[src/rtl/core/scgw_pkg.sv]
// Shared types and constants for the scaled glyph column writer.
// No dependencies; scgw_if, scgw_cfg, scgw_seq and the top module import this package.
package scgw_pkg;

  localparam int MAX_COLUMNS = 128;
  localparam int MAX_LINES   = 8;
  localparam int MAX_SCALE   = 4;

  localparam int BUF_DEPTH = 256;
  localparam int ADDR_W    = 8;
  localparam int WORD_W    = 32;
  localparam int BYTE_W    = 8;
  localparam int LANES     = WORD_W / BYTE_W;
  localparam int LANE_W    = 2;

  localparam int ACTION_W = 2;
  localparam int REQ_W    = 8;
  localparam int COL_W    = 8;
  localparam int LINE_W   = 3;
  localparam int LINES_W  = 4;
  localparam int SCALE_W  = 3;
  localparam int ROW_W    = 2;
  localparam int CFG_IDX_W  = 1;
  localparam int CFG_DATA_W = 8;

  typedef enum logic [ACTION_W-1:0] {
    ACT_SET_CURSOR = 2'd0,
    ACT_GLYPH_COL  = 2'd1,
    ACT_READ_WORD  = 2'd2,
    ACT_NONE       = 2'd3
  } action_t;

  typedef enum logic [CFG_IDX_W-1:0] {
    REG_DISPLAY_COLUMNS = 1'b0,
    REG_DISPLAY_LINES   = 1'b1
  } reg_idx_t;

  typedef enum logic [2:0] {
    ST_CLEAR,
    ST_IDLE,
    ST_ROW_RD,
    ST_ROW_WR,
    ST_RD_WAIT,
    ST_FINISH
  } state_t;

  typedef struct packed {
    logic [COL_W-1:0]   cols;
    logic [LINES_W-1:0] lines;
  } dims_t;

  typedef struct packed {
    logic              we;
    logic [ADDR_W-1:0] waddr;
    logic [WORD_W-1:0] wdata;
    logic              re;
    logic [ADDR_W-1:0] raddr;
  } mem_req_t;

endpackage

[src/rtl/core/scgw_if.sv]
// Valid/ready channel interfaces for input items and result items.
// Depends on scgw_pkg for field widths.
interface scgw_in_if import scgw_pkg::*; ();
  logic                valid;
  logic                ready;
  logic [ACTION_W-1:0] action;
  logic [REQ_W-1:0]    line_request;
  logic [REQ_W-1:0]    column_request;
  logic [WORD_W-1:0]   column_bits;
  logic [SCALE_W-1:0]  glyph_scale;
  logic                last_column;
  logic [ADDR_W-1:0]   read_index;

  modport source (output valid, action, line_request, column_request, column_bits,
                  glyph_scale, last_column, read_index, input ready);
  modport sink (input valid, action, line_request, column_request, column_bits,
                glyph_scale, last_column, read_index, output ready);
endinterface

interface scgw_out_if import scgw_pkg::*; ();
  logic              valid;
  logic              ready;
  logic              cursor_exact;
  logic              column_placed;
  logic [WORD_W-1:0] read_word;
  logic [LINE_W-1:0] current_line;
  logic [COL_W-1:0]  current_column;

  modport source (output valid, cursor_exact, column_placed, read_word, current_line,
                  current_column, input ready);
  modport sink (input valid, cursor_exact, column_placed, read_word, current_line,
                current_column, output ready);
endinterface

[src/rtl/core/scgw_seq.sv]
// Item sequencer: cursor, per-row read-modify-write of the frame buffer, result register.
// Depends on scgw_pkg and scgw_if; drives the frame buffer RAM through mem_req_t.
module scgw_seq import scgw_pkg::*; (
  input  logic              clk,
  input  logic              rst_n,
  input  dims_t             dims,
  scgw_in_if.sink           in_ch,
  scgw_out_if.source        out_ch,
  output mem_req_t          mem_req,
  input  logic [WORD_W-1:0] mem_rdata
);

  state_t             state_r, state_nxt;
  logic [LINE_W-1:0]  cur_line_r, cur_line_nxt;
  logic [COL_W-1:0]   cur_col_r, cur_col_nxt;
  logic [WORD_W-1:0]  bits_r, bits_nxt;
  logic [SCALE_W-1:0] scale_r, scale_nxt;
  logic               last_r, last_nxt;
  logic [ROW_W-1:0]   h_r, h_nxt;
  logic [SCALE_W-1:0] gap_left_r, gap_left_nxt;
  logic               in_gap_r, in_gap_nxt;
  logic               exact_r, exact_nxt;
  logic               placed_r, placed_nxt;
  logic [WORD_W-1:0]  word_r, word_nxt;
  logic [ADDR_W-1:0]  wr_addr_r, wr_addr_nxt;
  logic [ADDR_W-1:0]  clr_addr_r, clr_addr_nxt;

  logic               out_valid_r, out_valid_nxt;
  logic               out_exact_r, out_placed_r;
  logic [WORD_W-1:0]  out_word_r;
  logic [LINE_W-1:0]  out_line_r;
  logic [COL_W-1:0]   out_col_r;
  logic               out_load;

  logic [SCALE_W-1:0] scale_in;
  logic [LINES_W-1:0] row_line;
  logic               row_in;
  logic [ADDR_W:0]    idx_full;
  logic [BYTE_W-1:0]  row_byte;
  logic [WORD_W-1:0]  rd_word;
  logic [WORD_W-1:0]  merged;
  logic               row_last;
  logic [COL_W-1:0]   col_plus;
  logic [SCALE_W-1:0] gaps_avail;
  logic               advance;

  assign row_line = LINES_W'(cur_line_r) + LINES_W'(h_r);
  assign row_in   = row_line < dims.lines;
  assign idx_full = (ADDR_W+1)'(cur_col_r[COL_W-1:2])
                  + (ADDR_W+1)'(row_line[LINE_W-1:0]) * (ADDR_W+1)'(dims.cols[COL_W-1:2]);
  assign row_byte = bits_r[{h_r, 3'b000} +: BYTE_W];
  assign rd_word  = mem_rdata;
  assign row_last = SCALE_W'(h_r) == scale_r - SCALE_W'(1);
  assign col_plus = cur_col_r + COL_W'(1);
  assign gaps_avail = in_gap_r ? gap_left_r : (last_r ? scale_r : '0);

  always_comb begin
    priority if (in_ch.glyph_scale == '0) begin
      scale_in = SCALE_W'(1);
    end else if (in_ch.glyph_scale > SCALE_W'(MAX_SCALE)) begin
      scale_in = SCALE_W'(MAX_SCALE);
    end else begin
      scale_in = in_ch.glyph_scale;
    end
  end

  always_comb begin
    for (int k = 0; k < LANES; k++) begin
      merged[k*BYTE_W +: BYTE_W] = (cur_col_r[LANE_W-1:0] == LANE_W'(k)) ? row_byte
                                                                        : rd_word[k*BYTE_W +: BYTE_W];
    end
  end

  always_comb begin
    state_nxt     = state_r;
    cur_line_nxt  = cur_line_r;
    cur_col_nxt   = cur_col_r;
    bits_nxt      = bits_r;
    scale_nxt     = scale_r;
    last_nxt      = last_r;
    h_nxt         = h_r;
    gap_left_nxt  = gap_left_r;
    in_gap_nxt    = in_gap_r;
    exact_nxt     = exact_r;
    placed_nxt    = placed_r;
    word_nxt      = word_r;
    wr_addr_nxt   = wr_addr_r;
    clr_addr_nxt  = clr_addr_r;
    out_valid_nxt = out_valid_r;
    out_load      = 1'b0;
    advance       = 1'b0;
    mem_req.we    = 1'b0;
    mem_req.waddr = wr_addr_r;
    mem_req.wdata = merged;
    mem_req.re    = 1'b0;
    mem_req.raddr = idx_full[ADDR_W-1:0];

    if (out_valid_r && out_ch.ready) begin
      out_valid_nxt = 1'b0;
    end

    unique case (state_r)
      ST_CLEAR: begin
        mem_req.we    = 1'b1;
        mem_req.waddr = clr_addr_r;
        mem_req.wdata = '0;
        clr_addr_nxt  = clr_addr_r + ADDR_W'(1);
        if (clr_addr_r == ADDR_W'(BUF_DEPTH - 1)) begin
          state_nxt = ST_IDLE;
        end
      end
      ST_IDLE: begin
        if (in_ch.valid) begin
          exact_nxt  = 1'b0;
          placed_nxt = 1'b0;
          word_nxt   = '0;
          state_nxt  = ST_FINISH;
          unique case (action_t'(in_ch.action))
            ACT_SET_CURSOR: begin
              cur_line_nxt = (in_ch.line_request < REQ_W'(dims.lines))
                           ? in_ch.line_request[LINE_W-1:0]
                           : LINE_W'(dims.lines - LINES_W'(1));
              cur_col_nxt  = (in_ch.column_request < dims.cols)
                           ? in_ch.column_request : dims.cols - COL_W'(1);
              exact_nxt    = (in_ch.line_request < REQ_W'(dims.lines))
                           && (in_ch.column_request < dims.cols);
            end
            ACT_GLYPH_COL: begin
              bits_nxt   = in_ch.column_bits;
              scale_nxt  = scale_in;
              last_nxt   = in_ch.last_column;
              h_nxt      = '0;
              in_gap_nxt = 1'b0;
              placed_nxt = 1'b1;
              if (LINES_W'(cur_line_r) < dims.lines && cur_col_r < dims.cols) begin
                state_nxt = ST_ROW_RD;
              end else begin
                placed_nxt = 1'b0;
              end
            end
            ACT_READ_WORD: begin
              mem_req.re    = 1'b1;
              mem_req.raddr = in_ch.read_index;
              state_nxt     = ST_RD_WAIT;
            end
            ACT_NONE: begin
              state_nxt = ST_FINISH;
            end
            default: state_nxt = ST_FINISH;
          endcase
        end
      end
      ST_ROW_RD: begin
        if (row_in) begin
          mem_req.re  = 1'b1;
          wr_addr_nxt = idx_full[ADDR_W-1:0];
          state_nxt   = ST_ROW_WR;
        end else begin
          if (!in_gap_r) begin
            placed_nxt = 1'b0;
          end
          advance = 1'b1;
        end
      end
      ST_ROW_WR: begin
        mem_req.we = 1'b1;
        advance    = 1'b1;
      end
      ST_RD_WAIT: begin
        word_nxt  = rd_word;
        state_nxt = ST_FINISH;
      end
      ST_FINISH: begin
        if (!out_valid_r || out_ch.ready) begin
          out_load      = 1'b1;
          out_valid_nxt = 1'b1;
          state_nxt     = ST_IDLE;
        end
      end
      default: state_nxt = ST_IDLE;
    endcase

    if (advance) begin
      if (!row_last) begin
        h_nxt     = h_r + ROW_W'(1);
        state_nxt = ST_ROW_RD;
      end else begin
        cur_col_nxt = col_plus;
        if (gaps_avail != '0 && col_plus < dims.cols) begin
          in_gap_nxt   = 1'b1;
          gap_left_nxt = gaps_avail - SCALE_W'(1);
          h_nxt        = '0;
          bits_nxt     = '0;
          state_nxt    = ST_ROW_RD;
        end else begin
          state_nxt = ST_FINISH;
        end
      end
    end
  end

  always_ff @(posedge clk) begin
    if (!rst_n) begin
      state_r     <= ST_CLEAR;
      cur_line_r  <= '0;
      cur_col_r   <= '0;
      clr_addr_r  <= '0;
      out_valid_r <= 1'b0;
    end else begin
      state_r     <= state_nxt;
      cur_line_r  <= cur_line_nxt;
      cur_col_r   <= cur_col_nxt;
      clr_addr_r  <= clr_addr_nxt;
      out_valid_r <= out_valid_nxt;
    end
  end

  always_ff @(posedge clk) begin
    bits_r     <= bits_nxt;
    scale_r    <= scale_nxt;
    last_r     <= last_nxt;
    h_r        <= h_nxt;
    gap_left_r <= gap_left_nxt;
    in_gap_r   <= in_gap_nxt;
    exact_r    <= exact_nxt;
    placed_r   <= placed_nxt;
    word_r     <= word_nxt;
    wr_addr_r  <= wr_addr_nxt;
    if (out_load) begin
      out_exact_r  <= exact_r;
      out_placed_r <= placed_r;
      out_word_r   <= word_r;
      out_line_r   <= cur_line_r;
      out_col_r    <= cur_col_r;
    end
  end

  assign in_ch.ready           = state_r == ST_IDLE;
  assign out_ch.valid          = out_valid_r;
  assign out_ch.cursor_exact   = out_exact_r;
  assign out_ch.column_placed  = out_placed_r;
  assign out_ch.read_word      = out_word_r;
  assign out_ch.current_line   = out_line_r;
  assign out_ch.current_column = out_col_r;

  a_write_follows_read: assert property (@(posedge clk) disable iff (!rst_n)
    (mem_req.we && state_r != ST_CLEAR) |-> $past(state_r) == ST_ROW_RD)
    else $error("buffer write without a preceding read");

  a_line_stable_in_item: assert property (@(posedge clk) disable iff (!rst_n)
    (state_r != ST_IDLE && $past(state_r) != ST_IDLE) |-> $stable(cur_line_r))
    else $error("cursor line moved during an item");

  a_result_from_finish: assert property (@(posedge clk) disable iff (!rst_n)
    $rose(out_valid_r) |-> $past(state_r) == ST_FINISH)
    else $error("result raised outside finish");

  a_row_within_scale: assert property (@(posedge clk) disable iff (!rst_n)
    (state_r == ST_ROW_RD || state_r == ST_ROW_WR) |-> SCALE_W'(h_r) < scale_r)
    else $error("row counter beyond scale");

  a_write_inside_display: assert property (@(posedge clk) disable iff (!rst_n)
    (state_r == ST_ROW_WR) |-> $past(row_in) && cur_col_r < dims.cols)
    else $error("write outside the display");

endmodule

[src/flat_wrapper.sv]
// flat-port wrapper written by rule: the top's interface ports become plain ports
module scgw_seq_flat import scgw_pkg::*;
  (clk, rst_n, dims, mem_req, mem_rdata, in_ch_valid, in_ch_action, in_ch_line_request, in_ch_column_request, in_ch_column_bits, in_ch_glyph_scale, in_ch_last_column, in_ch_read_index, in_ch_ready, out_ch_valid, out_ch_cursor_exact, out_ch_column_placed, out_ch_read_word, out_ch_current_line, out_ch_current_column, out_ch_ready);
  scgw_in_if in_ch_i ();
  scgw_out_if out_ch_i ();
  input  logic clk;
  input  logic rst_n;
  input  dims_t dims;
  output mem_req_t mem_req;
  input  logic [WORD_W-1:0] mem_rdata;
  input wire logic [$bits(in_ch_i.valid)-1:0] in_ch_valid;
  input wire logic [$bits(in_ch_i.action)-1:0] in_ch_action;
  input wire logic [$bits(in_ch_i.line_request)-1:0] in_ch_line_request;
  input wire logic [$bits(in_ch_i.column_request)-1:0] in_ch_column_request;
  input wire logic [$bits(in_ch_i.column_bits)-1:0] in_ch_column_bits;
  input wire logic [$bits(in_ch_i.glyph_scale)-1:0] in_ch_glyph_scale;
  input wire logic [$bits(in_ch_i.last_column)-1:0] in_ch_last_column;
  input wire logic [$bits(in_ch_i.read_index)-1:0] in_ch_read_index;
  output wire logic [$bits(in_ch_i.ready)-1:0] in_ch_ready;
  output wire logic [$bits(out_ch_i.valid)-1:0] out_ch_valid;
  output wire logic [$bits(out_ch_i.cursor_exact)-1:0] out_ch_cursor_exact;
  output wire logic [$bits(out_ch_i.column_placed)-1:0] out_ch_column_placed;
  output wire logic [$bits(out_ch_i.read_word)-1:0] out_ch_read_word;
  output wire logic [$bits(out_ch_i.current_line)-1:0] out_ch_current_line;
  output wire logic [$bits(out_ch_i.current_column)-1:0] out_ch_current_column;
  input wire logic [$bits(out_ch_i.ready)-1:0] out_ch_ready;
  assign in_ch_i.valid = in_ch_valid;
  assign in_ch_i.action = in_ch_action;
  assign in_ch_i.line_request = in_ch_line_request;
  assign in_ch_i.column_request = in_ch_column_request;
  assign in_ch_i.column_bits = in_ch_column_bits;
  assign in_ch_i.glyph_scale = in_ch_glyph_scale;
  assign in_ch_i.last_column = in_ch_last_column;
  assign in_ch_i.read_index = in_ch_read_index;
  assign in_ch_ready = in_ch_i.ready;
  assign out_ch_valid = out_ch_i.valid;
  assign out_ch_cursor_exact = out_ch_i.cursor_exact;
  assign out_ch_column_placed = out_ch_i.column_placed;
  assign out_ch_read_word = out_ch_i.read_word;
  assign out_ch_current_line = out_ch_i.current_line;
  assign out_ch_current_column = out_ch_i.current_column;
  assign out_ch_i.ready = out_ch_ready;
  scgw_seq u_core (.clk(clk), .rst_n(rst_n), .dims(dims), .in_ch(in_ch_i), .out_ch(out_ch_i), .mem_req(mem_req), .mem_rdata(mem_rdata));
endmodule
[config.mk]
export PLATFORM = sky130hd
export DESIGN_NAME = scgw_seq_flat
export DESIGN_NICKNAME = d
export VERILOG_FILES = /design/src/rtl/core/scgw_pkg.sv /design/src/rtl/core/scgw_if.sv /design/src/rtl/core/scgw_seq.sv /design/src/flat_wrapper.sv
export SDC_FILE = /design/constraint.sdc
export NUM_CORES = 1
export LEC_CHECK = 0
export BUFFER_PORTS_ARGS = -buffer_cell sky130_fd_sc_hd__buf_2
export CORE_MARGIN = 1.5
export CORE_UTILIZATION = 54
export DETAILED_ROUTE_END_ITERATION = 10
export GPL_TIMING_DRIVEN = 0
export PLACE_DENSITY = 0.81
export SLEW_MARGIN = 30
export SYNTH_ARGS = -nofsm -noshare
export SYNTH_HDL_FRONTEND = slang
export SYNTH_SLANG_ARGS = --single-unit
[constraint.sdc]
create_clock -name clk -period 4.6 [get_ports clk]
set_input_delay 0.23 -clock clk [delete_from_list [all_inputs] [get_ports clk]]
set_output_delay 0.23 -clock clk [all_outputs]
set_load 0.02 [all_outputs]
---- Word-level counts from Yosys, hierarchy flattened ----
Cells that the tools add are included.
storage, ports and cells
  flip-flop bits (word level) ............. 152
  bits of input ports ..................... 110
  output and inout port bits .............. 97
cells by class
  add/sub/neg operators ................... 9
  $mul .................................... 1
  $lt $le $gt $ge ......................... 7
  eq/ne operators ......................... 20
  shifts and indexed selects .............. 1
  muxes and demuxes ....................... 64
  reductions and logical operators ........ 23
operators with widths
  operator             number
  $mux 32              7
  $mux 8               11
  $pmux 32 s2          1
  $mux 40              1
  $mux 3               12
  $shiftx 32x6->8      1
  $lt 8x8->1           3
  $mux 1               19
  $mux 9               2
  $pmux 3 s6           1
  $add 8x1->8 const B  2
  $mux 2               6
  $ne 3x1->1 const B   3
  $reduce_and 3->1     3
  $sub 3x1->3 const B  3
  $add 6x8->8          1
  $eq 8x8->1 const B   1
  $lt 8x4->1           1
  $mul 3x6->8          1
  $sub 8x1->8 const B  1
  $eq 2x2->1 const B   3
  $eq 3x2->1 const B   2
  $eq 3x3->1 const B   2
  $logic_not 3->1      2
  other kinds (23)     36

---- Longest topological paths before layout ----
  depth after elaboration ................. 7
  mapped depth ............................ 15

---- Least setup slack after synthesis ----
OpenSTA, ideal clock, no wires.
  kind .................................... register -> output
  start point ............................. register u_core.h_r[0]
  end point ............................... output mem_req[7] in the netlist's numbering
  arrival ................................. 3847 ps
  setup slack ............................. 523 ps
  cell stages (with the launch flop) ...... 15
  path buffers ............................ 0
  path through ............................ dfxtp_1 -> ha_1 -> fa_1 -> xor2_1 -> nand2_1 -> fa_1 -> inv_1 -> fa_1 -> fa_1 -> a211oi_1 -> o21bai_1 -> a21oi_1 -> xnor2_1 -> nand2_1 -> nand2_1
RTL lines
  element                   line               RTL
  start: declaration        scgw_seq.sv:19     logic [ROW_W-1:0] h_r, h_nxt;
  start signal: assignment  scgw_seq.sv:222    h_r <= h_nxt;
  end: declaration          flat_wrapper.sv:9  output mem_req_t mem_req;

==> impl_results.md <==
- Net count, final: 1205
- Worst slack at placement: -0.0341 ns
- EDFF count, synth: 94
- Final Max Tran Viols: 0
- Synthesized instance count: 796
- Power per cell area: 279 nW/um^2
- Worst VDD drop: 0.308 mV
- Root Buffer: clkbuf_16
- Worst setup path class: flip-flop to output port
- Startpoint Class: flip-flop
- Post-Synth XOR/XNOR Area: 0.0288
- Final-report setup violation count: 0
- Status: finished, final reports clean
- Origin of the critical flop-to-flop path: u_core.cur_line_r[0]
- Row count: 45
- Min Tclk post-route: 4.49 ns
- Placed Area: 9860 um^2
- Clk sinks: 152
- Yosys warnings: 0
- Top cells by area, synth: edfxtp_1 (33%), dfxtp_1 (14%), ha_1 (8.4%)
- Critical hold path startpoint: in_ch_column_bits[25]
- Worst-path clk slew: 0.07 ns
- H-tree depth: 4
- Slew at the pin closest to its max-slew limit: 0.911 ns
- Largest net degree at the start of global routing: 33
- DRT Pass-1 Iters: 5
- WL/cell: 17.3 um
- WHS Endpoint: u_core.bits_r[25]
- R2r setup slk: 0.77 ns
- Area leader, netlist: edfxtp_1
- Share of layout cells above drive strength 1: 0.328
- Netlist cell types: 65
- Leakage: 4.69 nW
- GRT overflow: 0
- RSZ-0062 raised after global routing: false
- Crit end category: output port
- Post-synthesis sequential area ratio: 0.469
- Crit path max-delay family: adder cells
- Initial DRC count: 521
- Post-DR vias/cell: 5.48
- Crit path max fanout: 4
- Synth-to-Final Area Change: 24.1%
- Final hold vios: 0
- WP buf/inv: 2
- Routed Antenna Nets: 0
- Period utilization: 0.977
- Detailed Place HPWL: 16600 um
- GP Congestion: 0.893
- CTS tree: yes
- Worst clock skew: 0.0110 ns
- Worst setup margin: 0.106 ns
- Synth async-reset ratio: 0
- Chip width: 128 um
- CP arrival: 4.26 ns
- DRC violations left: 0
- Design area: 10600 um^2
- Yosys top cell area share: 0.332
- Clock latency on the worst-skew pair: 0.43 ns
- Relative slew slack: 0.393
- Syn avg cell area: 10.7 um^2
- Reg-to-reg critical path endpoint: u_core.wr_addr_r[7]
- Most common cell in the netlist: nand2_1
- Vias in the first global route: 6598
- Core area: 15300 um^2
- R2R depth: 15
- First-pass GRT wire length: 33200 um
- Critical path, cell by cell: ha_4 -> fa_2 -> xor2_4 -> nand2_2 -> fa_1 -> inv_1 -> fa_2 -> ha_1 -> a21o_1 -> a21oi_2 -> o21bai_1 -> a21oi_1 -> xnor2_1 -> mux2_2 -> buf_2
- Post-Syn Nets: 973
- Die area: 16500 um^2
- Synth top cells by count: nand2_1 (108), edfxtp_1 (94), nor2_1 (70)
- Critical Path RT: 4.37 ns
- Antenna violations before repair: 1
- Mapped Area: 8500 um^2
- Maxcap violations: 0
- Die H: 128 um
- Via count: 6866
- TritonCTS buffer count: 17
- Seq cells post-synth: 152
- Post-Synth Adder-Cell Area: 0.107
- Cell depth of the worst hold path: 3
- Largest family of logic cells by synthesized area: simple AND/OR/NAND/NOR gates
- Area share of and/or/nand/nor cells after synthesis: 0.169
- Routed WL: 21600 um
- Synth Flop Type: edfxtp_1
- Slowest cell on crit path: fa_2
- Critical Path Most Common Cell: fa_2
- Core Util, Final: 0.689
- Initial Utilization: 0.555
- Synth Area in Compound Gates: 0.105
- Top-level port count: 207
- CP max stage delay: 0.56 ns
- Hold Crit Class: input port to flip-flop
- Fmax: 0.223 GHz
- Global Route Usage Sum: 0.262
- Max clock buf depth: 2
- Mux share of post-synthesis cell area: 0.0770
- Port Buffers: 206
per-stage QoR:
stage               std cells  hold WS, ns  TNS, ns  power, mW
finish                   1253       0.0405        0       2.95
global route             1253       0.0367        0       3.03
CTS                      1249       0.0298        0       2.95
detailed placement       1215        0.405  -0.0341       1.63
global placement         1213        0.401        0       1.62
floorplan                 796        0.329        0       1.54
power breakdown:
group	total [mW]	switching [mW]	internal [mW]
Combinational	0.164	0.0895	0.0748
Clock	1.35	0.626	0.722
Sequential	1.43	0.00268	1.43
cells in the final DEF (no fill, tap or decap), types with 11 or more instances in the layout:
master       n
inv_1       40
nand2_1    107
clkbuf_1    11
xnor2_1     14
xor2_1      13
mux2_2      11
nor2_1      69
edfxtp_1    94
and2_1      48
a21oi_2     31
mux2i_1     35
clkbuf_16   17
ha_1        55
a21oi_1     30
o21ai_0     16
buf_2      213
dfxtp_1     57
cell families after synthesis:
kind of cell	Yosys count
xor gates and xnor gates	28
and+or+nand+nor	292
adders and majority gates	67
DFF	152
muxes	54
AOI/OAI and AO/OA	128
buffers and inverters	75
final cells by class:
class	instances	area (um^2)
antenna	1	2.50
buffer	33	213
clock buffer	17	425
clock inverter	15	158
fill	1175	4760
inverter	42	163
multi-input combinational	569	4210
sequential	152	3990
tap	211	264
timing repair buffer	213	1130
worst min-delay path, delay by kind of cell:
| kind | cells | cell delay (ns) |
|---|---|---|
| and+or+nand+nor | 1 | 0.06 |
| AOI/OAI and AO/OA | 1 | 0.04 |
| buffers and inverters | 1 | 0.09 |
registers in the layout, indices dropped and copies added, names as in the netlist, 8 cells and up:
signal,count
u_core.clr_addr_r,8
u_core.out_ch.current_column,8
u_core.wr_addr_r,8
u_core.out_ch.read_word,32
u_core.bits_r,32
u_core.cur_col_r,8
u_core.word_r,32
worst max path at each step:
stage	startpoint	slack (ns)	end	cells after the start
after floorplan	u_core.h_r[0]	0.52	mem_req[7]	14
after global placement	u_core.h_r[0]	0.005	mem_req[7]	15
after detailed placement	u_core.h_r[0]	-0.03	mem_req[7]	15
after CTS	u_core.h_r[0]	0.03	mem_req[6]	15
after global routing	u_core.cur_line_r[0]	0.004	mem_req[6]	15
final	u_core.cur_line_r[0]	0.11	mem_req[6]	15
per-layer routing:
metal	vias to the layer above	track usage	part of all wire
met1	3229	0.335	0.41
li1	3258	-	-
met4	0	0.115	0.029
met5	-	0	0
met2	319	0.440	0.49
met3	60	0.0466	0.072
what timing repair did:
item,4_1_cts,5_1_grt
gates resized for setup,6,10
cloned,0,0
pin swaps,0,8
endpoints found under the setup margin,4,2
setup buffers,1,3
hold endpoints to repair,1,0
hold buffers,1,0
No activity file was read; power rests on OpenSTA's default activity.
