--- src/rtl/core/scgw_pkg.sv ---
// Shared types and constants for the scaled glyph column writer.
// No dependencies; scgw_if, scgw_cfg, scgw_seq and the top module import this package.
package scgw_pkg;

  localparam int MAX_COLUMNS = 128;
  localparam int MAX_LINES   = 8;
  localparam int MAX_SCALE   = 4;

  localparam int BUF_DEPTH = 256;
  localparam int ADDR_W    = 8;
  localparam int WORD_W    = 32;
  localparam int BYTE_W    = 8;
  localparam int LANES     = WORD_W / BYTE_W;
  localparam int LANE_W    = 2;

  localparam int ACTION_W = 2;
  localparam int REQ_W    = 8;
  localparam int COL_W    = 8;
  localparam int LINE_W   = 3;
  localparam int LINES_W  = 4;
  localparam int SCALE_W  = 3;
  localparam int ROW_W    = 2;
  localparam int CFG_IDX_W  = 1;
  localparam int CFG_DATA_W = 8;

  typedef enum logic [ACTION_W-1:0] {
    ACT_SET_CURSOR = 2'd0,
    ACT_GLYPH_COL  = 2'd1,
    ACT_READ_WORD  = 2'd2,
    ACT_NONE       = 2'd3
  } action_t;

  typedef enum logic [CFG_IDX_W-1:0] {
    REG_DISPLAY_COLUMNS = 1'b0,
    REG_DISPLAY_LINES   = 1'b1
  } reg_idx_t;

  typedef enum logic [2:0] {
    ST_CLEAR,
    ST_IDLE,
    ST_ROW_RD,
    ST_ROW_WR,
    ST_RD_WAIT,
    ST_FINISH
  } state_t;

  typedef struct packed {
    logic [COL_W-1:0]   cols;
    logic [LINES_W-1:0] lines;
  } dims_t;

  typedef struct packed {
    logic              we;
    logic [ADDR_W-1:0] waddr;
    logic [WORD_W-1:0] wdata;
    logic              re;
    logic [ADDR_W-1:0] raddr;
  } mem_req_t;

endpackage

--- src/rtl/core/scgw_cfg.sv ---
// Display geometry registers, clamped to the supported range on write.
// Depends on scgw_pkg.
module scgw_cfg import scgw_pkg::*; (
  input  logic                  clk,
  input  logic                  rst_n,
  input  logic                  cfg_we,
  input  logic [CFG_IDX_W-1:0]  cfg_index,
  input  logic [CFG_DATA_W-1:0] cfg_wdata,
  output dims_t                 dims
);

  dims_t              dims_r;
  dims_t              dims_nxt;
  logic [COL_W-1:0]   cols_clamp;
  logic [LINES_W-1:0] lines_clamp;

  always_comb begin
    priority if ({cfg_wdata[COL_W-1:2], 2'b00} > COL_W'(MAX_COLUMNS)) begin
      cols_clamp = COL_W'(MAX_COLUMNS);
    end else if (cfg_wdata[COL_W-1:2] == '0) begin
      cols_clamp = COL_W'(4);
    end else begin
      cols_clamp = {cfg_wdata[COL_W-1:2], 2'b00};
    end
    priority if (cfg_wdata[LINES_W-1:0] > LINES_W'(MAX_LINES)) begin
      lines_clamp = LINES_W'(MAX_LINES);
    end else if (cfg_wdata[LINES_W-1:0] == '0) begin
      lines_clamp = LINES_W'(1);
    end else begin
      lines_clamp = cfg_wdata[LINES_W-1:0];
    end
  end

  always_comb begin
    dims_nxt = dims_r;
    if (cfg_we) begin
      unique case (reg_idx_t'(cfg_index))
        REG_DISPLAY_COLUMNS: dims_nxt.cols  = cols_clamp;
        REG_DISPLAY_LINES:   dims_nxt.lines = lines_clamp;
        default:             dims_nxt = dims_r;
      endcase
    end
  end

  always_ff @(posedge clk) begin
    if (!rst_n) begin
      dims_r.cols  <= COL_W'(MAX_COLUMNS);
      dims_r.lines <= LINES_W'(MAX_LINES);
    end else begin
      dims_r <= dims_nxt;
    end
  end

  assign dims = dims_r;

endmodule

--- config.mk ---
export PLATFORM = sky130hd
export DESIGN_NAME = scgw_cfg
export DESIGN_NICKNAME = d
export VERILOG_FILES = /design/src/rtl/core/scgw_pkg.sv /design/src/rtl/core/scgw_cfg.sv
export SDC_FILE = /design/constraint.sdc
export NUM_CORES = 1
export LEC_CHECK = 0
export ABC_AREA = 1
export BUFFER_PORTS_ARGS = -buffer_cell sky130_fd_sc_hd__buf_4
export CAP_MARGIN = 20
export CELL_PAD_IN_SITES_DETAIL_PLACEMENT = 1
export CELL_PAD_IN_SITES_GLOBAL_PLACEMENT = 1
export CORE_MARGIN = 4
export CORE_UTILIZATION = 30
export CTS_CLUSTER_DIAMETER = 80
export DETAILED_ROUTE_END_ITERATION = 6
export PLACE_DENSITY_LB_ADDON = 0.1
export RECOVER_POWER = 100
export SKIP_CTS_REPAIR_TIMING = 1
export SLEW_MARGIN = 20
export SYNTH_ARGS = -nofsm -noshare
export SYNTH_HDL_FRONTEND = slang
export SYNTH_SLANG_ARGS = --single-unit
--- constraint.sdc ---
create_clock -name clk -period 1.7 [get_ports clk]
set_input_delay 0.085 -clock clk [delete_from_list [all_inputs] [get_ports clk]]
set_output_delay 0.085 -clock clk [all_outputs]
set_load 0.05 [all_outputs]
## Word-level counts from Yosys, hierarchy flattened

Cells that the tools add are included.

| cells by class | value |
|---|---|
| equal/unequal tests | 0 |
| divide/modulo/power cells | 0 |
| reduce and logical (&&, ||, !) cells | 4 |
| shift-type cells | 0 |
| bitwise gates (word level) | 1 |
| $lt $le $gt $ge | 2 |
| $add $sub $neg | 0 |
| multiply operators | 0 |
| mux-type cells | 4 |

Operators with widths:

| cell | number |
|---|---|
| 8-bit two-way mux | 2 |
| 8-bit greater-than comparator (second input constant) | 1 |
| 4-bit two-way mux | 2 |
| 6-bit logical NOT | 1 |
| 4-bit greater-than comparator (second input constant) | 1 |
| 4-bit logical NOT | 1 |
| 2-bit AND reduction | 2 |
| 1-bit NOT | 1 |

| word-level totals | value |
|---|---|
| memories kept | 0 |
| bits in read-only memories | 0 |
| bits in registers | 12 |
| latch bits | 0 |
| input port bits | 12 |
| memory bits (writable) | 0 |

## Logic depth before layout (Yosys ltp)

Gate-level depths: netlist (run 1).

| depth | value |
|---|---|
| word-level depth | 3 |
| gate-level depth with buffers | 5 |
| gate-level depth less buffers | 5 |

## Worst setup path after synthesis (run 1)

Ideal clock, no wire load.

| path | value |
|---|---|
| path type | register -> register |
| start | register, netlist name dims[0] |
| end | register dims_r, in the netlist dims[0] |
| arrival time | 0.831 ns |
| period minus slack after synthesis | 0.900 ns |
| path buffers | 0 |
| setup time | 0.070 ns |
| required time | 1.630 ns |
| slack | 0.800 ns |
| stages on the path, launching flop included | 3 |
| path through | dfxtp_1 nand2_1 a21oi_1 |

RTL lines:

| item | RTL line | source |
|---|---|---|
| end signal, assigned | scgw_cfg.sv:50 | `dims_r <= dims_nxt;` |
| end, declared | scgw_cfg.sv:12 | `dims_t dims_r;` |

## Worst setup path after layout (run 1)

| path | value |
|---|---|
| start | register dims_r, in the netlist dims[1] |
| end | output port dims[1] (netlist bit) |

RTL lines:

| item | RTL line | source |
|---|---|---|
| end, declared | scgw_cfg.sv:9 | `output dims_t dims` |

No word-level cell between the ends.

==> impl_results.md, run 1 <==
* RSZ-0062 raised after global routing: no
* Rel. slew slack at about three fifths
* Number of buffers and inverters on the critical path at 1
* Cell at the root of the clock tree: sky130_fd_sc_hd__clkbuf_4
* Vias at 478
* Area of the core at around 0.0014 mm²
* Total Power Consumption at roughly 500 µW
* Chip Height at 47.1 µm
* Cell family contributing the most delay on the critical path: buffers and inverters
* Placement row count at 13
* Final critical delay including setup and external delays at roughly 1.1 ns
* Synth unique cells at 16
* CP Cell Sequence: clkbuf_1
* Leak Pwr at ~0.26 nW
* Ant diodes at 0
* Sequential area share after synthesis at approximately 44%
* Post-Synthesis Mean Instance Area at 7.51 µm²
* Number of pins with negative max-slew slack in the final report at 0
* Kind of end point of the critical path: output port
* Total count of hold-check failures in the final report at 0
* Initial DRC count at 4
* Clock slew seen by the registers of the worst setup and hold paths at about 0.060 ns
* Buffers added on ports at 21
* Number of sinks driven by the clock tree at 10
* Relative area change from synthesis to final layout at 30.3%
* Antenna violations before repair at 0
* First-pass GRT wire length at ~1900 µm
* Ports placed on the boundary at 24
* Maximum resistive drop on vdd at about 0.35 mV
* Critical path peak fanout at 2
* Required arrival time at the worst endpoint at 1.62 ns
* Largest net degree at the start of global routing at 9
* Register bit count reported by yosys at 10
* CP max-delay cell: sky130_fd_sc_hd__clkbuf_1
* Worst clock skew at 0 ns
* Setup Crit Path Kind: flop to output port
* CTS buffer count at 3
* Max Cap Violations at 0
* Per-cell routed wire length at approximately 12 µm
* Weighted congestion reported at the end of routability-driven placement at roughly 0.74
* Finished Layout Cells at 99
* Maximum single-stage delay on the critical path at around 0.48 ns
* Final Cycle Share at around 68%
* X dimension of the die at around 47 µm
* Number of nets still failing antenna checks after routing at 0
* Total Negative Setup Slacks at 0 ns
* Total placed cells including tap cells at 96
* Drt drc at 0
* Overall routing resource usage at between 10% and 20%
* Number of fill cells at 188
* Overall routed net length at about 1200 µm
* Library cell occupying the most area in the post-synthesis netlist: sky130_fd_sc_hd__dfxtp_1
* TritonCTS clock tree: built
* Number of global-route vias before repair at 448
* Overall die area at ~0.0022 mm²
* Power density relative to cell area at ~860 mW/mm²
* Number of buffers between clock root and the deepest sink at 2
* Arrival time at the worst endpoint at 1.06 ns
* Post-Synthesis Cells at 61
* Post-Syn Area at 458 µm²
* Startpoint type of the worst setup path: flop
* Fraction of final layout cells sized beyond drive strength 1 at between 20% and 30%
* Top achievable clock speed at 870 MHz
* Yosys warning total at 0
* Total of endpoints with negative setup slack in the final report at 0
* Via density per instance at about 4.8
* Total grt overflow at 0
* Level count of the clock H-tree at 1
* Tightest Hold Check Type: input port to flop
* Utilization after layout at between 40 and 50%
* Status: complete, no violations
* Pin slew with the least headroom to its limit at slightly above 0.6 ns
* Synth top area cells: sky130_fd_sc_hd__dfxtp_1 44%, sky130_fd_sc_hd__nand2_1 11%, sky130_fd_sc_hd__a21oi_1 8.7%
* Register Area at about 200 µm²
* Pre-antenna DRT Iters at 2
* Max reg flops at 10
* Nets at 98
* Fraction of synthesized cell area taken by the top area cell type at a little over two fifths
* Initial cell density of the core at between 30% and 40%
* Clock network latency to the later pin of the worst-skew pair at between 0.2 and 0.3 ns
* Area taken by multi-input logic gates at around 210 µm²
layout by cell type, fill, tap and decap left out:
master and n:
sky130_fd_sc_hd__a21oi_1 8, sky130_fd_sc_hd__clkbuf_4 3, sky130_fd_sc_hd__nand2_1 14, sky130_fd_sc_hd__a21oi_2 1, sky130_fd_sc_hd__inv_1 7, sky130_fd_sc_hd__nor2_2 1
sky130_fd_sc_hd__nand2_2 2, sky130_fd_sc_hd__clkbuf_1 11, sky130_fd_sc_hd__nand3_2 1, sky130_fd_sc_hd__conb_1 2, sky130_fd_sc_hd__a21o_2 1, sky130_fd_sc_hd__buf_4 10
sky130_fd_sc_hd__nand4_1 1, sky130_fd_sc_hd__o211ai_1 2, sky130_fd_sc_hd__nand3_1 6, sky130_fd_sc_hd__dfxtp_1 10, sky130_fd_sc_hd__nor2_1 4
through the flow:
stage | hold WS [ns] | cell area [µm²] | setup slack (ns)
4_1_cts | 0.0439 | 646 | 0.803
6_report | 0.0515 | 597 | 0.551
5_1_grt | 0.0651 | 597 | 0.495
3_5_place_dp | 0.322 | 623 | 0.853
3_3_place_gp | 0.316 | 623 | 0.873
2_1_floorplan | 0.184 | 462 | 0.800
synthesized netlist by cell type:
cell type                   n
sky130_fd_sc_hd__dfxtp_1   10
sky130_fd_sc_hd__nand2_1   14
sky130_fd_sc_hd__nand2_2    2
sky130_fd_sc_hd__nor2_2     1
sky130_fd_sc_hd__a21oi_2    1
sky130_fd_sc_hd__o211ai_1   2
sky130_fd_sc_hd__nor2_4     1
sky130_fd_sc_hd__inv_1      7
sky130_fd_sc_hd__nand3_2    1
sky130_fd_sc_hd__nor2_1     3
sky130_fd_sc_hd__nand4_1    1
sky130_fd_sc_hd__conb_1     1
sky130_fd_sc_hd__a21oi_1    8
sky130_fd_sc_hd__a21o_2     1
sky130_fd_sc_hd__buf_4      2
sky130_fd_sc_hd__nand3_1    6
cells by family after synthesis:
kind of cell | Yosys count | synth area share (%)
AOI/OAI and AO/OA | 12 | 15.8
buffers and inverters | 9 | 9.02
DFF | 10 | 43.7
other | 1 | 0.819
and+or+nand+nor | 29 | 30.6
layout make-up:
type	count	area share (%)
timing repair buffer	21	19.5
clock buffer	3	3.77
sequential	10	33.5
inverter	7	4.40
tap	15	3.14
multi-input combinational	43	35.6
routing by layer:
metal	routed length (µm)	global-route usage, %	part of all wire [%]	vias up
li1	-	-	-	243
met1	465	14.1	40	219
met2	601	20.3	51	16
met3	105	6.90	9.0	0
met4	0	1.66	0	0
met5	0	0	0	-
power breakdown:
group          internal, mW  switching (mW)  total, mW
registers             0.244         0.00420      0.248
logic                0.0319          0.0797      0.112
clock network        0.0812          0.0700      0.151
worst paths after layout:
| check | slack, ns | from | depth (start not counted) | end |
|---|---|---|---|---|
| setup / recovery | 0.55 | dims[1]$_SDFFE_PN0P_ | 1 | dims[1] |
| setup reg to reg | 1.11 | dims[2]$_SDFFE_PN0P_ | 2 | dims[2]$_SDFFE_PN0P_ |
| hold reg to reg | 0.47 | dims[6]$_SDFFE_PN0P_ | 2 | dims[6]$_SDFFE_PN0P_ |
| hold / removal | 0.05 | rst_n | 2 | dims[11]$_SDFFE_PN1P_ |
Note: power is estimated with default switching activity, not from simulation.
==> inputs of run 2 (changes only) <==
- CORE_UTILIZATION: 30 -> 28
- clock period: 1.7 -> 1.09 ns (I/O delays scaled with it)
==> run 2 against run 1 <==
Die area rose by 5.9%; cell count increased by 3.0%; routed wire length is 7.4% higher; clock skew stayed put; sequential cell count unchanged; hold slack improved by 0.0062 ns; largest power group unchanged; highest routed layer is now met4.
==> impl_results.md, run 2 (same netlist as run 1, synthesis figures left out) <==
* Final Cycle Share at approximately 87%
* Area of the core at 0.00152 mm² (was 0.00137 mm²)
* Worst clock skew at 0 ns (unchanged)
* Top achievable clock speed at about 1100 MHz
* CP max-delay cell: sky130_fd_sc_hd__dfxtp_1 (was sky130_fd_sc_hd__clkbuf_1)
* Relative area change from synthesis to final layout at 40.7% (was 30.3%)
* Max reg flops at 10 (unchanged)
* End of the worst register-to-register path: dims[1]$_SDFFE_PN0P_ (was dims[2]$_SDFFE_PN0P_)
* Tightest Hold Check Type: input port to flop (unchanged)
* Initial cell density of the core at 30.0% (was 33.5%)
* Maximum single-stage delay on the critical path at 0.34 ns (was 0.48 ns)
* Overall die area at 0.00235 mm² (was 0.00222 mm²)
* Clock slew seen by the registers of the worst setup and hold paths at 0.08 ns (was 0.06 ns)
* CTS buffer count at 3 (unchanged)
* Number of global-route vias before repair at 447 (was 448)
* Placed cell areas at 624 µm² (was 623 µm²)
* Number of buffers between clock root and the deepest sink at 2 (unchanged)
* Buffers added on ports at 21 (unchanged)
* Start of the worst register-to-register path: dims[1]$_SDFFE_PN0P_ (was dims[2]$_SDFFE_PN0P_)
* Overall routed net length at 1260 µm (was 1170 µm)
* Overall routing resource usage at 11.2% (was 12.2%)
* Arrival time at the worst endpoint at 0.89 ns (was 1.06 ns)
* Placement row count at 14 (was 13)
* Status: complete, no violations (unchanged)
* Post-layout instance area at 644 µm² (was 597 µm²)
* Number of nets still failing antenna checks after routing at 0 (unchanged)
* First-pass GRT wire length at 1990 µm (was 1870 µm)
* Drt drc at 0 (unchanged)
* Number of pins with negative max-slew slack in the final report at 0 (unchanged)
* CP Cell Sequence: clkbuf_2 (was clkbuf_1)
* Ports placed on the boundary at 24 (unchanged)
* Weighted congestion reported at the end of routability-driven placement at 0.680 (was 0.735)
* TritonCTS clock tree: built (unchanged)
* Total count of hold-check failures in the final report at 0 (unchanged)
* Vias at 460 (was 478)
* Top library cells by usage in the layout, fill and taps aside: 14 x sky130_fd_sc_hd__nand2_1, 11 x sky130_fd_sc_hd__buf_4, 10 x sky130_fd_sc_hd__dfxtp_1 (was 14 x sky130_fd_sc_hd__nand2_1, 11 x sky130_fd_sc_hd__clkbuf_1, 10 x sky130_fd_sc_hd__dfxtp_1, 10 x sky130_fd_sc_hd__buf_4, 8 x sky130_fd_sc_hd__a21oi_1)
* X dimension of the die at 48.4 µm (was 47.1 µm)
* Maximum resistive drop on vdd at 0.579 mV (was 0.347 mV)
* Startpoint type of the worst setup path: flop (unchanged)
* Setup slack on the worst flop-to-flop path at 0.48 ns (was 1.11 ns)
* Per-cell routed wire length at 12.3 µm (was 11.8 µm)
* Largest net degree at the start of global routing at 9 (unchanged)
* Total Power Consumption at 922 µW (was 511 µW)
* Clock network latency to the later pin of the worst-skew pair at 0.27 ns (was 0.26 ns)
* Leak Pwr at 0.305 nW (was 0.259 nW)
* Cell family contributing the most delay on the critical path: flip-flops (was buffers and inverters)
* Chip Height at 48.4 µm (was 47.1 µm)
* Total of endpoints with negative setup slack in the final report at 0 (unchanged)
* Cell at the root of the clock tree: sky130_fd_sc_hd__clkbuf_4 (unchanged)
* Cell depth of the worst min-delay path at 3 (was 2)
* Fraction of final layout cells sized beyond drive strength 1 at 36.0% (was 22.6%)
* Initial DRC count at 3 (was 4)
* Capturing instance or port of the critical path: dims[8] (was dims[1])
* Final critical delay including setup and external delays at 0.946 ns
* Kind of end point of the critical path: output port (unchanged)
* Worst R2R Path Depth at 2 (unchanged)
* Via density per instance at 4.51 (was 4.83)
* Pre-antenna DRT Iters at 2 (unchanged)
* Number of buffers and inverters on the critical path at 1 (unchanged)
* Count of cell instances traversed by the critical path at 1 (unchanged)
* Number of sinks driven by the clock tree at 10 (unchanged)
* RSZ-0062 raised after global routing: no (unchanged)
* HPWL after detailed placement at just under 1000 µm
* Antenna violations before repair at 0 (unchanged)
* Max Cap Violations at 0 (unchanged)
* Most common library cell in the layout ignoring fill and taps: sky130_fd_sc_hd__nand2_1 (unchanged)
* Start point of the critical path: dims[8]$_SDFFE_PN0P_ (was dims[1]$_SDFFE_PN0P_)
* Number of fill cells at 203 (was 188)
* Required arrival time at the worst endpoint at 1.04 ns (was 1.62 ns)
* Critical path peak fanout at 2 (unchanged)
* Power density relative to cell area at 1430 mW/mm² (was 855 mW/mm²)
* Total grt overflow at 0 (unchanged)
* Nets at 99 (was 98)
* Level count of the clock H-tree at 1 (unchanged)
* Ant diodes at 0 (unchanged)
* Total Negative Setup Slacks at 0 ns (unchanged)
* Setup Crit Path Kind: flop to output port (unchanged)
## run 2: changes by cell type in the layout (fill, tap and decap cells not counted)
cell	before	now
sky130_fd_sc_hd__clkbuf_1	11	1
sky130_fd_sc_hd__clkbuf_2	0	9
sky130_fd_sc_hd__buf_4	10	11
sky130_fd_sc_hd__clkbuf_8	0	1
sky130_fd_sc_hd__dlygate4sd3_1	0	1
sky130_fd_sc_hd__nor2_1	4	3
sky130_fd_sc_hd__nor2_4	0	1
## run 2: routing by layer
layer / vias to the layer above / share of wire (%) / global-route usage, %
li1: 244 / - / -
met1: 203 / 46 / 14.1
met2: 11 / 47 / 15.7
met3: 2 / 5.2 / 3.37
met4: 0 / 1.4 / 8.29
met5: - / 0 / 0
## run 2: worst min-delay path by stage
stage	to	slack, ns	start
2_1_floorplan	dims[3]$_SDFFE_PN1P_	0.15	rst_n
6_report	dims[1]$_SDFFE_PN0P_	0.06	cfg_wdata[1]
3_3_place_gp	dims[3]$_SDFFE_PN1P_	0.29	rst_n
3_5_place_dp	dims[11]$_SDFFE_PN1P_	0.29	rst_n
4_1_cts	dims[3]$_SDFFE_PN1P_	-0.005	rst_n
5_1_grt	dims[1]$_SDFFE_PN0P_	0.06	cfg_wdata[1]
## run 2: layout make-up
cell class | count | area, µm² | share of cell area (%)
tap | 16 | 20.0 | 3.11
multi-input combinational | 43 | 220 | 34.2
sequential | 10 | 200 | 31.1
inverter | 7 | 26.3 | 4.08
clock buffer | 4 | 36.3 | 5.63
timing repair buffer | 22 | 141 | 21.9
## run 2: stage by stage
step | utilization, % | hold WS, ns | setup slack, ns | instances
2_1_floorplan | - | 0.153 | 0.190 | 62
3_3_place_gp | 41.0 | 0.287 | 0.293 | 97
3_5_place_dp | 41.0 | 0.292 | 0.271 | 97
4_1_cts | 43.3 | -0.00539 | 0.202 | 101
5_1_grt | 42.3 | 0.0565 | 0.0891 | 102
6_report | 42.3 | 0.0578 | 0.144 | 102
## run 2: power breakdown
group / leakage, nW / total [mW] / switching (mW) / internal, mW
sequential: 0.0816 / 0.386 / 0.00678 / 0.379
clock: 0.0210 / 0.351 / 0.148 / 0.203
combinational: 0.202 / 0.185 / 0.127 / 0.0576
total: 0.305 / 0.922 / 0.282 / 0.640
## run 2: worst min-delay path: cells and delay by family
| family | cells | cell delay (ns) |
|---|---|---|
| AOI/OAI and AO/OA | 1 | 0.06 |
| and+or+nand+nor | 1 | 0.06 |
| buffers and inverters | 1 | 0.11 |
==> inputs of run 3 (changes only) <==
- ABC_AREA: 1 -> 0
- CORE_UTILIZATION: 28 -> 29
==> run 3 against run 2 <==
Sequential cell count unchanged; sequential share of layout area is 1.2 points higher; power is 3.5% lower; die area fell by 4.0%; register-to-register slack got worse by 0.03 ns; synthesized cell count shrank 18%; utilization increased by 2.6 points; sequential power about the same; area after synthesis is 1.4% lower; clock-buffer cell count is the same; setup slack improved by 0.026 ns.
==> impl_results.md, run 3 <==
* Setup slack on the worst flop-to-flop path at 0.45 ns (was 0.48 ns)
* Setup Crit Path Kind: flop to output port (unchanged)
* Chip Height at 47.5 µm (was 48.4 µm)
* Library cell occupying the most area in the post-synthesis netlist: sky130_fd_sc_hd__dfxtp_1 (unchanged)
* Synth unique cells at 19 (was 16)
* Total count of hold-check failures in the final report at 0 (unchanged)
* TritonCTS clock tree: built (unchanged)
* Top achievable clock speed at 1090 MHz (was 1060 MHz)
* Post-Syn Area at 452 µm² (was 458 µm²)
* Status: complete, no violations (unchanged)
* Top library cells by usage in the layout, fill and taps aside: 11 x sky130_fd_sc_hd__buf_4, 10 x sky130_fd_sc_hd__nand2_1, 10 x sky130_fd_sc_hd__dfxtp_1, 10 x sky130_fd_sc_hd__clkbuf_2, 6 x sky130_fd_sc_hd__a21boi_0 (was 14 x sky130_fd_sc_hd__nand2_1, 11 x sky130_fd_sc_hd__buf_4, 10 x sky130_fd_sc_hd__dfxtp_1)
* X dimension of the die at 47.5 µm (was 48.4 µm)
* Initial DRC count at 8 (was 3)
* Number of global-route vias before repair at 385 (was 447)
* Number of buffers and inverters on the critical path at 1 (unchanged)
* Number of sinks driven by the clock tree at 10 (unchanged)
* Drt drc at 0 (unchanged)
* Cell at the root of the clock tree: sky130_fd_sc_hd__clkbuf_4 (unchanged)
* Finished Layout Cells at 89 (was 102)
* RSZ-0062 raised after global routing: no (unchanged)
* Ant diodes at 0 (unchanged)
* Leak Pwr at 0.272 nW (was 0.305 nW)
* Area of the core at 0.00138 mm² (was 0.00152 mm²)
* Number of buffers between clock root and the deepest sink at 2 (unchanged)
* CP max-delay cell: sky130_fd_sc_hd__dfxtp_1 (unchanged)
* Vias at 424 (was 460)
* Maximum single-stage delay on the critical path at 0.33 ns (was 0.34 ns)
* Primary flip-flop cell chosen by synthesis mapping: sky130_fd_sc_hd__dfxtp_1 (unchanged)
* Overall routing resource usage at 10.4% (was 11.2%)
* Kind of end point of the critical path: output port (unchanged)
* Power density relative to cell area at 1430 mW/mm² (about the same)
* Arrival time at the worst endpoint at 0.87 ns (was 0.89 ns)
* Overall routed net length at 1070 µm (was 1260 µm)
* HPWL after detailed placement at 868 µm (was 966 µm)
* Level count of the clock H-tree at 1 (unchanged)
* Total placed cells including tap cells at 85 (was 97)
* Nets at 87 (was 99)
* Total of endpoints with negative setup slack in the final report at 0 (unchanged)
* Antenna violations before repair at 0 (unchanged)
* Most common library cell in the layout ignoring fill and taps: sky130_fd_sc_hd__buf_4 (was sky130_fd_sc_hd__nand2_1)
* Yosys warning total at 0 (unchanged)
* Total grt overflow at 0 (unchanged)
* Per-cell routed wire length at 12.0 µm (was 12.3 µm)
* Clock network latency to the later pin of the worst-skew pair at 0.26 ns (was 0.27 ns)
* Worst clock skew at 0 ns (unchanged)
* Initial cell density of the core at 32.7% (was 30.0%)
* Post-synthesis async set-or-reset flop share at 0% (unchanged)
* Maximum resistive drop on vdd at 0.569 mV (was 0.579 mV)
* Ports placed on the boundary at 24 (unchanged)
* Start point of the critical path: dims[0]$_SDFFE_PN0P_ (was dims[8]$_SDFFE_PN0P_)
* Cell family contributing the most delay on the critical path: flip-flops (unchanged)
* Fraction of synthesized cell area taken by the top area cell type at 44.3% (was 43.7%)
* Number of nets still failing antenna checks after routing at 0 (unchanged)
* Via density per instance at 4.76 (was 4.51)
* Tightest Hold Check Type: input port to flop (unchanged)
* Final critical delay including setup and external delays at 0.920 ns (was 0.946 ns)
* Count of flip-flops with a built-in enable after synthesis at 0 (unchanged)
* Startpoint type of the worst setup path: flop (unchanged)
* Register bit count reported by yosys at 10 (unchanged)
* Max reg flops at 10 (unchanged)
* Synth top area cells: sky130_fd_sc_hd__dfxtp_1 44%, sky130_fd_sc_hd__nand2_1 8.3%, sky130_fd_sc_hd__a21boi_2 7.5% (was sky130_fd_sc_hd__dfxtp_1 44%, sky130_fd_sc_hd__nand2_1 11%, sky130_fd_sc_hd__a21oi_1 8.7%)
* Placement row count at 13 (was 14)
* Hold Startpoint: rst_n (was cfg_wdata[1])
* Relative area change from synthesis to final layout at 37.4% (was 40.7%)
* Number of fill cells at 180 (was 203)
* Fraction of final layout cells sized beyond drive strength 1 at 37.8% (was 36.0%)
* Overall die area at 0.00225 mm² (was 0.00235 mm²)
* List of most frequent post-synthesis cells: 10 x sky130_fd_sc_hd__dfxtp_1, 10 x sky130_fd_sc_hd__nand2_1, 4 x sky130_fd_sc_hd__nand3b_1 (was 14 x sky130_fd_sc_hd__nand2_1, 10 x sky130_fd_sc_hd__dfxtp_1, 8 x sky130_fd_sc_hd__a21oi_1)
* CTS buffer count at 3 (unchanged)
* Number of pins with negative max-slew slack in the final report at 0 (unchanged)
* Post-Synthesis Mean Instance Area at 9.03 µm² (was 7.51 µm²)
* Post-Synthesis Cells at 50 (was 61)
* Required arrival time at the worst endpoint at 1.04 ns (about the same)
* Max Cap Violations at 0 (unchanged)
* Final Cycle Share at 84.4% (was 86.8%)
* CP Cell Sequence: clkbuf_2 (unchanged)
* Sequential area share after synthesis at 44.3% (was 43.7%)
* Critical path peak fanout at 2 (unchanged)
* First-pass GRT wire length at 1660 µm (was 1990 µm)
* Clock slew seen by the registers of the worst setup and hold paths at 0.07 ns (was 0.08 ns)
* Largest net degree at the start of global routing at 11 (was 9)
* Pre-antenna DRT Iters at 3 (was 2)
* Buffers added on ports at 21 (unchanged)
* Total Negative Setup Slacks at 0 ns (unchanged)
* Weighted congestion reported at the end of routability-driven placement at 0.667 (was 0.680)
* Start of the worst register-to-register path: dims[6]$_SDFFE_PN0P_ (was dims[1]$_SDFFE_PN0P_)
-- run 3: logic make-up after synthesis --
group / after synthesis / share of synthesized area, %
other: 1 / 0.830
and+or+nand+nor: 24 / 30.7
AOI/OAI and AO/OA: 13 / 20.8
DFF: 10 / 44.3
buffers and inverters: 2 / 3.32
-- run 3: path summary, 6_finish.rpt --
path         cells after the start                    end
max                              1                dims[0]
min                              2  dims[11]$_SDFFE_PN1P_
max reg2reg                      2   dims[6]$_SDFFE_PN0P_
min reg2reg                      2   dims[7]$_SDFFE_PN0P_
-- run 3: stage by stage --
| stage | total power, mW | utilization, % | hold slack [ns] | setup WS (ns) | cell area [µm²] |
|---|---|---|---|---|---|
| 5_1_grt | 0.937 | 44.9 | 0.0429 | 0.121 | 621 |
| 3_3_place_gp | 0.577 | 44.6 | 0.304 | 0.368 | 617 |
| 6_report | 0.890 | 44.9 | 0.0327 | 0.170 | 621 |
| 3_5_place_dp | 0.578 | 44.6 | 0.302 | 0.366 | 617 |
| 4_1_cts | 0.918 | 47.2 | 0.0291 | 0.233 | 653 |
| 2_1_floorplan | 0.506 | - | 0.126 | 0.152 | 455 |
-- run 3: final cells by class --
class | count | area (µm²) | share of cell area [%]
clock buffer | 4 | 36.3 | 5.85
multi-input combinational | 39 | 233 | 37.5
sequential | 10 | 200 | 32.3
tap | 15 | 18.8 | 3.02
timing repair buffer | 21 | 133 | 21.4
-- run 3: power by group --
part	internal (mW)	total, mW	switching, mW	leakage, nW
clock network	0.202	0.333	0.131	0.0210
registers	0.379	0.386	0.00623	0.0816
logic	0.0583	0.171	0.112	0.170
-- run 3: per-layer routing --
| layer | track usage [%] | share of wire, % |
|---|---|---|
| met1 | 14.7 | 48 |
| met2 | 15.0 | 43 |
| met3 | 3.38 | 8.8 |
| met4 | 3.31 | 0 |
| met5 | 0 | 0 |
